==> src/hdl/streaming_k_extreme_tracker_assert.svh <==
// Assertion helpers shared by the tracker modules.
`ifndef STREAMING_K_EXTREME_TRACKER_ASSERT_SVH
`define STREAMING_K_EXTREME_TRACKER_ASSERT_SVH

// Property checked on every clock edge outside reset.
`define SKXT_ASSERT(lbl, prop, msg) \
    lbl: assert property (@(posedge aclk) disable iff (!aresetn) prop) else $error(msg);

// Implication checked in the cycle after the trigger.
`define SKXT_ASSERT_NEXT(lbl, trig, cons, msg) \
    lbl: assert property (@(posedge aclk) disable iff (!aresetn) (trig) |=> (cons)) \
        else $error(msg);

`endif

==> src/hdl/skxt_pkg.sv <==
package skxt_pkg;

    localparam int SAMPLE_W     = 32;
    localparam int RANK_W       = 4;
    localparam int KEEP_W       = 5;
    localparam int S_TDATA_W    = 32;
    localparam int M_TDATA_W    = 40;
    localparam int PAD_W        = M_TDATA_W - SAMPLE_W - RANK_W;
    localparam int MAX_KEEP_DEF = 16;
    localparam int CFG_ADDR_W   = 1;

    localparam logic [KEEP_W-1:0] KEEP_RESET = 5'd1;

    typedef enum logic [CFG_ADDR_W-1:0] {
        REG_KEEP_COUNT = 1'b0,
        REG_ORDER_MODE = 1'b1
    } skxt_reg_t;

    typedef logic signed [SAMPLE_W-1:0] skxt_val_t;

    typedef struct packed {
        logic ins_en;
        logic shift_down;
    } skxt_ctl_t;

    typedef struct packed {
        logic valid;
        logic last;
        logic free;
    } skxt_stat_t;

endpackage

==> src/hdl/skxt_out_buf.sv <==
`include "streaming_k_extreme_tracker_assert.svh"
module skxt_out_buf
    import skxt_pkg::*;
#(
    parameter int MAX_KEEP = MAX_KEEP_DEF,
    parameter int CW       = $clog2(MAX_KEEP + 1)
) (
    input  logic              aclk,
    input  logic              aresetn,
    input  logic              load,
    input  skxt_val_t         ld_val [MAX_KEEP],
    input  logic [CW-1:0]     ld_cnt,
    input  logic              pop,
    output skxt_val_t         head_val,
    output logic [RANK_W-1:0] head_rank,
    output skxt_stat_t        stat
);

    skxt_val_t             val_reg [MAX_KEEP];
    logic [MAX_KEEP-1:0]   vld_reg;
    logic [MAX_KEEP-1:0]   vld_next;
    logic [MAX_KEEP-1:0]   vld_load;
    logic [MAX_KEEP-1:0]   vld_sh;
    logic [RANK_W-1:0]     rank_reg;
    logic [RANK_W-1:0]     rank_next;

    for (genvar i = 0; i < MAX_KEEP; i++) begin : g_vld
        assign vld_load[i] = CW'(i) < ld_cnt;
    end

    assign vld_sh = vld_reg >> 1;

    always_comb begin
        vld_next  = vld_reg;
        rank_next = rank_reg;
        if (load) begin
            vld_next  = vld_load;
            rank_next = '0;
        end else if (pop) begin
            vld_next  = vld_sh;
            rank_next = rank_reg + RANK_W'(1);
        end
    end

    always_ff @(posedge aclk) begin
        if (!aresetn) begin
            vld_reg  <= '0;
            rank_reg <= '0;
        end else begin
            vld_reg  <= vld_next;
            rank_reg <= rank_next;
        end
    end

    for (genvar i = 0; i < MAX_KEEP; i++) begin : g_val
        if (i + 1 < MAX_KEEP) begin : g_mid
            always_ff @(posedge aclk) begin
                if (load) begin
                    val_reg[i] <= ld_val[i];
                end else if (pop) begin
                    val_reg[i] <= val_reg[i+1];
                end
            end
        end else begin : g_top
            always_ff @(posedge aclk) begin
                if (load) begin
                    val_reg[i] <= ld_val[i];
                end
            end
        end
    end

    assign head_val   = val_reg[0];
    assign head_rank  = rank_reg;
    assign stat.valid = vld_reg[0];
    assign stat.last  = !vld_sh[0];
    assign stat.free  = !vld_reg[0] || (pop && !vld_sh[0]);

    `SKXT_ASSERT(a_load_free, load |-> stat.free, "run loaded over pending results")
    `SKXT_ASSERT(a_vld_packed, (vld_sh & ~vld_reg) == '0, "gap in pending results")
    `SKXT_ASSERT_NEXT(a_rank_step, pop && !load, rank_reg == RANK_W'($past(rank_reg) + 1'b1),
        "rank did not advance")

endmodule
==> config.mk <==
export PLATFORM = sky130hd
export DESIGN_NAME = skxt_out_buf
export DESIGN_NICKNAME = d
export VERILOG_FILES = /design/src/hdl/skxt_pkg.sv /design/src/hdl/skxt_out_buf.sv
export VERILOG_INCLUDE_DIRS = /design/src /design/src/hdl
export SDC_FILE = /design/constraint.sdc
export NUM_CORES = 1
export LEC_CHECK = 0
export BUFFER_PORTS_ARGS = -buffer_cell sky130_fd_sc_hd__clkbuf_2
export CELL_PAD_IN_SITES_DETAIL_PLACEMENT = 1
export CELL_PAD_IN_SITES_GLOBAL_PLACEMENT = 2
export CORE_ASPECT_RATIO = 0.8
export CORE_MARGIN = 10
export CORE_UTILIZATION = 41
export CTS_CLUSTER_DIAMETER = 120
export DETAILED_ROUTE_END_ITERATION = 8
export GPL_ROUTABILITY_DRIVEN = 0
export PLACE_DENSITY = 0.95
export SKIP_CTS_REPAIR_TIMING = 1
export SLEW_MARGIN = 10
export SYNTH_ARGS = -nofsm -noshare
export SYNTH_HDL_FRONTEND = slang
export SYNTH_SLANG_ARGS = --single-unit
==> constraint.sdc <==
create_clock -name aclk -period 13.4 [get_ports aclk]
set_clock_uncertainty 0.1 [all_clocks]
set_input_delay 0.67 -clock aclk [delete_from_list [all_inputs] [get_ports aclk]]
set_output_delay 0.67 -clock aclk [all_outputs]
set_load 0.1 [all_outputs]
==> flow_results.xml, run 1 <==
<?xml version="1.0" encoding="UTF-8"?>
<metrics>
  <group name="routing">
    <metric name="wl_met2" unit="µm">30910</metric>
    <metric name="avgViaCountPerCell" unit="">4.941</metric>
    <metric name="detail_route.wirelength" unit="µm">59970</metric>
    <metric name="vias" unit="">12180</metric>
    <metric name="met1Wirelength" unit="µm">22110</metric>
    <metric name="antenna_left" unit="">0</metric>
    <metric name="avg_wl_per_cell" unit="µm">24.32</metric>
    <metric name="detailedRoute.firstPassIterationCount" unit="">6</metric>
    <metric name="highest-signal-layer" unit="">met5</metric>
    <metric name="drt_iter0_drc" unit="">834</metric>
    <metric name="met3RoutedLength" unit="µm">5592</metric>
    <metric name="drc" unit="">0</metric>
  </group>
  <group name="power_and_ir_drop">
    <metric name="p_leak" unit="µW">0.01081</metric>
    <metric name="power.share.sequential" unit="%">52.0</metric>
    <metric name="worst_ir_drop_vdd" unit="mV">0.1237</metric>
    <metric name="internal_power" unit="µW">3063</metric>
    <metric name="clock_group_share_of_total_power" unit="%">38.4</metric>
    <metric name="power.share.combinational" unit="%">9.6</metric>
    <metric name="total_switching_power" unit="µW">896.9</metric>
    <metric name="p_sw_share" unit="%">22.65</metric>
    <metric name="report.power.total" unit="µW">3960</metric>
    <metric name="pwr_cell_area" unit="nW/µm²">145.1</metric>
  </group>
  <group name="synthesis">
    <metric name="postSynthRegisterBits" unit="">532</metric>
    <metric name="synth_cell_types" unit="">29</metric>
    <metric name="synth_seq_area_share" unit="%">70.48</metric>
    <metric name="count_of_flip_flops_with_a_built_in_enable_after_synthesis" unit="">512</metric>
    <metric name="synth.net_count" unit="">1703</metric>
    <metric name="synth_async_sr_flop_share" unit="%">0</metric>
    <metric name="synth_ff_type" unit="">sky130_fd_sc_hd__edfxtp_1</metric>
    <metric name="post_synth_xor_area_fraction" unit="%">0.1174</metric>
    <metric name="muxShareOfSynthArea" unit="%">24.89</metric>
    <metric name="synth_compound_gate_area_share" unit="%">0.8609</metric>
    <metric name="synthesis.area" unit="µm²">22380</metric>
    <metric name="syn_area_per_cell" unit="µm²">18.95</metric>
    <metric name="main_combinational_cell_family_by_area_after_synthesis" unit="">multiplexers</metric>
    <metric name="syn_inst" unit="">1181</metric>
    <metric name="yosys_warnings" unit="">0</metric>
    <metric name="synthAdderAreaFrac" unit="%">0.05590</metric>
    <metric name="synthSimpleGateAreaFrac" unit="%">0.5590</metric>
  </group>
  <group name="finish">
    <metric name="final_nets" unit="">2234</metric>
    <metric name="area.growth.synth_to_final" unit="%">21.91</metric>
    <metric name="drive_above_1_share" unit="%">53.31</metric>
    <metric name="area.sequential" unit="µm²">15780</metric>
    <metric name="largest_register_ffs" unit="">512</metric>
    <metric name="multi_input_area" unit="µm²">5937</metric>
    <metric name="layout.filler_cells" unit="">5213</metric>
  </group>
  <group name="sta">
    <metric name="tns" unit="ns">0</metric>
    <metric name="report.final.hold_viol_count" unit="">0</metric>
    <metric name="timing_worst_slew_pin_value" unit="ns">1.219</metric>
    <metric name="max_clock_freq" unit="MHz">240.5</metric>
    <metric name="max_slew_margin" unit="%">18.74</metric>
    <metric name="timing.final.crit_share" unit="%">31.03</metric>
    <metric name="setup_repair_after_global_routing_missed_its_margin" unit="">no</metric>
    <metric name="tmin_final" unit="ns">4.157</metric>
    <metric name="final-max-slew-violation-count" unit="">0</metric>
    <metric name="setup_ws" unit="ns">9.243</metric>
    <metric name="finalSetupViolCount" unit="">0</metric>
  </group>
  <group name="floorplanning">
    <metric name="core_area" unit="µm²">53920</metric>
    <metric name="design.portCount" unit="">560</metric>
    <metric name="start_util" unit="%">41.51</metric>
    <metric name="die_x" unit="µm">281.2</metric>
    <metric name="total_die_area" unit="µm²">64390</metric>
    <metric name="placement_rows" unit="">76</metric>
    <metric name="dieHeight" unit="µm">229.0</metric>
  </group>
  <group name="global_route">
    <metric name="grt.overflow.total" unit="">0</metric>
    <metric name="via_count_of_the_first_global_routing_pass" unit="">13960</metric>
    <metric name="grt_util_all_layers" unit="%">18.14</metric>
    <metric name="grt_antenna_before_repair" unit="">21</metric>
    <metric name="grt_pass1_wl" unit="µm">88300</metric>
    <metric name="pin_count_of_the_biggest_net_entering_global_routing" unit="">188</metric>
  </group>
  <group name="placed_design">
    <metric name="place.port_buffers" unit="">559</metric>
    <metric name="half_perimeter_wire_length_of_the_detailed_placement_result" unit="µm">43300</metric>
    <metric name="dpl_worst_slack" unit="ns">8.763</metric>
  </group>
  <group name="critical_path">
    <metric name="rr_worst_depth" unit="">1</metric>
    <metric name="cp_data_arrival_time" unit="ns">4.40</metric>
    <metric name="crit_family" unit="">buffers and inverters</metric>
    <metric name="cp_common_cell" unit="">sky130_fd_sc_hd__buf_4</metric>
    <metric name="path_buf_inv" unit="">4</metric>
    <metric name="path_max_fanout" unit="">184</metric>
    <metric name="end_kind" unit="">flip-flop</metric>
    <metric name="critical_path.max_stage_delay" unit="ns">0.91</metric>
    <metric name="timing.critical_path.cells" unit="">clkbuf_2 &gt; buf_4 &gt; nand2b_4 &gt; buf_12 &gt; buf_4 &gt; mux2_2</metric>
    <metric name="crit_cells" unit="">6</metric>
    <metric name="worstSetupPathType" unit="">in2reg</metric>
    <metric name="startpoint_type" unit="">input pin</metric>
    <metric name="crit_required" unit="ns">13.64</metric>
    <metric name="cpMaxStageDelayCell" unit="">sky130_fd_sc_hd__buf_4</metric>
  </group>
  <group name="clock_network">
    <metric name="cts_htree_levels" unit="">2</metric>
    <metric name="clock_sinks" unit="">532</metric>
    <metric name="numCtsBuffers" unit="">54</metric>
    <metric name="insertion_delay" unit="ns">0.60</metric>
    <metric name="tritoncts" unit="">built</metric>
    <metric name="cts_root_buf" unit="">sky130_fd_sc_hd__clkbuf_16</metric>
    <metric name="cts_buffer_depth" unit="">3</metric>
    <metric name="clkTransAtPathRegs" unit="ns">0.06</metric>
  </group>
  <group name="run_status">
    <metric name="run_status" unit="">complete, no violations</metric>
  </group>
  <group name="hold_path">
    <metric name="whs_path_depth" unit="">1</metric>
    <metric name="hp_class" unit="">in2reg</metric>
  </group>
  <group name="job">
    <metric name="cap_violations" unit="">0</metric>
  </group>
</metrics>
==> layer usage <==
layer  up-vias  track usage, %
met5         -               0
met4        18           4.807
met3        93           7.377
met2       416           32.32
met1      5990           19.65
li1       5667               -
==> power by group through the flow <==
stage,Sequential (µW),Combinational (µW),Clock [µW]
2_1_floorplan,2080,266,0
3_3_place_gp,2080,363,0
3_5_place_dp,2100,379,0
4_1_cts,2060,386,1560
5_1_grt,2070,412,1620
6_report,2060,382,1520
==> stage by stage <==
stage	cells	utilization (%)	hold WS, ns	cell area, µm²
global route	2459	50.58	0.09884	27270
detailed placement	2358	47.29	0.4118	25500
floorplan	1181	-	0.4013	22380
finish	2466	50.61	0.1364	27290
CTS	2454	50.55	0.09258	27260
global placement	2358	47.29	0.4038	25500
==> cells in the mapped netlist (all sizes together), types with 2 or more instances <==
master / n / area (µm²)
edfxtp: 512 / 15370
mux2: 492 / 5540
buf: 86 / 646.9
dfxtp: 20 / 400.4
o21ai: 13 / 65.06
a21oi: 7 / 35.03
clkbuf: 6 / 22.52
nor2: 6 / 22.52
nand2: 5 / 18.77
o211a: 5 / 50.05
a211oi: 3 / 22.52
inv: 3 / 11.26
mux2i: 3 / 30.03
nor2b: 3 / 18.77
nor3b: 3 / 22.52
nand2b: 2 / 12.51
o22ai: 2 / 12.51
xor2: 2 / 17.52
==> path summary, 6_finish.rpt <==
| check | from | slack (ns) | end |
|---|---|---|---|
| setup / recovery | load | 9.24 | val_reg[0][237]$_DFFE_PP_ |
| setup reg to reg | val_reg[0][245]$_DFFE_PP_ | 12.20 | val_reg[0][213]$_DFFE_PP_ |
| hold reg to reg | val_reg[1][36]$_DFFE_PP_ | 0.42 | val_reg[1][4]$_DFFE_PP_ |
| hold / removal | ld_val[15] | 0.14 | val_reg[1][239]$_DFFE_PP_ |
==> logic make-up (layout without fill, tap and decap cells) <==
logic type	after synthesis	count (layout)
AO/OA/AOI/OAI	31	31
XOR/XNOR	3	3
adder cells (fa/ha/maj)	1	1
buffers and inverters	95	666
flip-flops	532	532
multiplexers	495	495
other	0	12
AND/OR/NAND/NOR	24	24
==> placed cells by master, fill, tap and decap left out, drive strengths merged, types with 2 or more instances in the layout <==
cell / n
a21oi: 7
nor3b: 3
mux2i: 3
nand2: 5
clkinv: 20
xor2: 2
o211a: 5
o21ai: 13
dfxtp: 20
inv: 3
nor2: 6
bufinv: 7
edfxtp: 512
buf: 8
mux2: 492
nor2b: 3
clkinvlp: 2
o22ai: 2
a211oi: 3
nand2b: 2
diode: 12
clkbuf: 626
==> area by class of cell <==
class	count	area share (%)
Sequential cell	532	57.81
Clock inverter	29	1.238
Antenna cell	12	0.1101
Clock buffer	67	5.209
Tap cell	702	3.219
Inverter	3	0.04127
Multi-Input combinational cell	554	21.76
Timing Repair Buffer	567	10.61
Note: power is estimated with default switching activity, not from simulation.
==> run 2, diff against run 1 <==
--- a/config.mk
+++ b/config.mk
@@ -11,11 +11,11 @@
 export CELL_PAD_IN_SITES_GLOBAL_PLACEMENT = 2
 export CORE_ASPECT_RATIO = 0.8
 export CORE_MARGIN = 10
-export CORE_UTILIZATION = 41
+export CORE_UTILIZATION = 35
 export CTS_CLUSTER_DIAMETER = 120
 export DETAILED_ROUTE_END_ITERATION = 8
 export GPL_ROUTABILITY_DRIVEN = 0
-export PLACE_DENSITY = 0.95
+export PLACE_DENSITY = 0.88
 export SKIP_CTS_REPAIR_TIMING = 1
 export SLEW_MARGIN = 10
 export SYNTH_ARGS = -nofsm -noshare
==> constraint.sdc (replaced) <==
create_clock -name aclk -period 3.75 [get_ports aclk]
set_clock_uncertainty 0.1 [all_clocks]
set_input_delay 0.1875 -clock aclk [delete_from_list [all_inputs] [get_ports aclk]]
set_output_delay 0.1875 -clock aclk [all_outputs]
set_load 0.1 [all_outputs]
==> flow_results.xml, run 2 (synthesis results as in run 1) <==
<?xml version="1.0" encoding="UTF-8"?>
<metrics>
  <group name="run_status">
    <metric name="run_status" unit="">complete, no violations</metric>
  </group>
  <group name="routing">
    <metric name="antenna_left" unit="">0</metric>
    <metric name="detailedRoute.firstPassIterationCount" unit="">5</metric>
    <metric name="vias" unit="">15010</metric>
    <metric name="drc" unit="">0</metric>
    <metric name="detail_route.wirelength" unit="µm">80820</metric>
    <metric name="drt_iter0_drc" unit="">889</metric>
    <metric name="avgViaCountPerCell" unit="">4.745</metric>
    <metric name="avg_wl_per_cell" unit="µm">25.54</metric>
  </group>
  <group name="finish">
    <metric name="final_cell_count_no_fill" unit="">3164</metric>
    <metric name="final_nets" unit="">2787</metric>
    <metric name="mostFrequentLayoutCells" unit="">559 x sky130_fd_sc_hd__clkbuf_2, 524 x sky130_fd_sc_hd__dlygate4sd3_1, 512 x sky130_fd_sc_hd__edfxtp_1</metric>
    <metric name="area.growth.synth_to_final" unit="%">47.27</metric>
    <metric name="layout.cells.most_common" unit="">sky130_fd_sc_hd__clkbuf_2</metric>
    <metric name="final_design_area_no_fill" unit="µm²">32960</metric>
    <metric name="largest_register_ffs" unit="">512</metric>
    <metric name="drive_above_1_share" unit="%">41.72</metric>
  </group>
  <group name="floorplanning">
    <metric name="dieHeight" unit="µm">246.2</metric>
    <metric name="total_die_area" unit="µm²">74530</metric>
    <metric name="design.portCount" unit="">560</metric>
    <metric name="start_util" unit="%">35.53</metric>
    <metric name="core_area" unit="µm²">63000</metric>
    <metric name="placement_rows" unit="">82</metric>
    <metric name="die_x" unit="µm">302.7</metric>
  </group>
  <group name="sta">
    <metric name="report.final.hold_viol_count" unit="">0</metric>
    <metric name="final-max-slew-violation-count" unit="">0</metric>
    <metric name="max_slew_margin" unit="%">47.81</metric>
    <metric name="timing_worst_slew_pin_value" unit="ns">0.7829</metric>
    <metric name="timing.final.crit_share" unit="%">57.45</metric>
    <metric name="tmin_final" unit="ns">2.155</metric>
    <metric name="setup_repair_after_global_routing_missed_its_margin" unit="">no</metric>
    <metric name="max_clock_freq" unit="MHz">464.1</metric>
    <metric name="finalSetupViolCount" unit="">0</metric>
  </group>
  <group name="critical_path">
    <metric name="crit_required" unit="ns">4.13</metric>
    <metric name="startpoint_type" unit="">input pin</metric>
    <metric name="worstSetupPathType" unit="">in2reg</metric>
    <metric name="cp_data_arrival_time" unit="ns">2.54</metric>
    <metric name="end_kind" unit="">flip-flop</metric>
    <metric name="crit_start" unit="">ld_cnt[4]</metric>
    <metric name="path_max_fanout" unit="">7</metric>
    <metric name="timing.rr.start" unit="">vld_reg[3]$_SDFFE_PN0P_</metric>
  </group>
  <group name="placed_design">
    <metric name="place_area" unit="µm²">25970</metric>
    <metric name="half_perimeter_wire_length_of_the_detailed_placement_result" unit="µm">44800</metric>
    <metric name="placed_cells_incl_taps" unit="">2525</metric>
    <metric name="place.port_buffers" unit="">559</metric>
  </group>
  <group name="global_route">
    <metric name="via_count_of_the_first_global_routing_pass" unit="">13950</metric>
    <metric name="grt_antenna_before_repair" unit="">20</metric>
    <metric name="grt.overflow.total" unit="">0</metric>
    <metric name="grt_util_all_layers" unit="%">15.46</metric>
    <metric name="grt_pass1_wl" unit="µm">87400</metric>
    <metric name="pin_count_of_the_biggest_net_entering_global_routing" unit="">126</metric>
  </group>
  <group name="power_and_ir_drop">
    <metric name="worst_ir_drop_vdd" unit="mV">0.4075</metric>
    <metric name="p_leak" unit="µW">0.01315</metric>
    <metric name="pwr_cell_area" unit="nW/µm²">448.8</metric>
    <metric name="power.share.sequential" unit="%">50.0</metric>
    <metric name="internal_power" unit="µW">11150</metric>
    <metric name="p_sw_share" unit="%">24.66</metric>
    <metric name="power.share.combinational" unit="%">13.4</metric>
    <metric name="clock_group_share_of_total_power" unit="%">36.6</metric>
    <metric name="total_switching_power" unit="µW">3648</metric>
  </group>
  <group name="clock_network">
    <metric name="cts_htree_levels" unit="">2</metric>
    <metric name="cts_buffer_depth" unit="">3</metric>
    <metric name="tritoncts" unit="">built</metric>
    <metric name="cts_root_buf" unit="">sky130_fd_sc_hd__clkbuf_16</metric>
    <metric name="numCtsBuffers" unit="">54</metric>
    <metric name="insertion_delay" unit="ns">0.60</metric>
    <metric name="clock_sinks" unit="">532</metric>
    <metric name="clkTransAtPathRegs" unit="ns">0.06</metric>
  </group>
  <group name="hold_path">
    <metric name="hold_path_startpoint" unit="">load</metric>
    <metric name="hp_class" unit="">in2reg</metric>
  </group>
  <group name="job">
    <metric name="cap_violations" unit="">0</metric>
  </group>
</metrics>
==> run 2: changes by cell type in the layout (fill, tap and decap cells not counted), moves of 4 or more <==
cell / previous run / this run
sky130_fd_sc_hd__buf_4: 5 / 27
sky130_fd_sc_hd__clkbuf_8: 0 / 4
sky130_fd_sc_hd__bufinv_16: 7 / 3
sky130_fd_sc_hd__dlygate4sd3_1: 0 / 524
sky130_fd_sc_hd__diode_2: 12 / 16
sky130_fd_sc_hd__buf_12: 3 / 10
==> run 2: worst paths after layout <==
| kind | to | slack (ns) | cells past startpoint |
|---|---|---|---|
| worst min register to register | val_reg[0][60]$_DFFE_PP_ | 0.43 | 1 |
| worst min-delay path | vld_reg[5]$_SDFFE_PN0P_ | 0.11 | 2 |
| worst max-delay path | vld_reg[2]$_SDFFE_PN0P_ | 1.60 | 6 |
| worst max register to register | vld_reg[2]$_SDFFE_PN0P_ | 2.05 | 4 |
==> run 2: worst max-delay path, stage by stage <==
cell and delay, ns:
sky130_fd_sc_hd__dlygate4sd3_1 0.57, sky130_fd_sc_hd__clkbuf_2 0.18, sky130_fd_sc_hd__nor3b_1 0.52, sky130_fd_sc_hd__nor2b_1 0.37, sky130_fd_sc_hd__a21oi_1 0.14, sky130_fd_sc_hd__dlygate4sd3_1 0.57
==> run 2: metal layers <==
metal  vias to the layer above  GRT usage (%)  routed length, µm
met5                         -              0                 60
met4                        10          4.314               2895
met3                       170          6.258               4921
met2                       626          26.83              43730
met1                      7437          17.32              29210
li1                       6770              -                  -
==> run 2: power groups by stage <==
stage / registers [µW] / logic [µW] / clock network [µW]
6_report: 7400 / 1980 / 5410
5_1_grt: 7440 / 2100 / 5740
4_1_cts: 7350 / 1440 / 5410
3_5_place_dp: 7480 / 1420 / 0
3_3_place_gp: 7450 / 1370 / 0
2_1_floorplan: 7410 / 955 / 0
==> run 2: metrics by stage <==
step | worst slack, ns | power, µW | util [%] | hold WS, ns | TNS [ns]
final | 1.596 | 14790 | 52.33 | 0.1068 | 0
after global routing | 1.489 | 15290 | 52.32 | 0.1353 | 0
after CTS | 1.705 | 14200 | 43.94 | -0.3948 | 0
after detailed placement | 1.337 | 8895 | 41.23 | 0.2668 | 0
after global placement | 1.397 | 8817 | 41.23 | 0.2641 | 0
after floorplan | -0.7209 | 8360 | - | 0.1864 | -346.04
==> run 2: area by class of cell <==
class                   count  area (µm²)
flip-flops and latches    532       15780
clock buffers              71        1476
repair buffers           1120        8446
clock inverters            28       227.7
diodes                     16       40.04
inverters                   3       11.26
multi-input cells         554        5937
well taps                 840        1051
fillers                  6147       30030
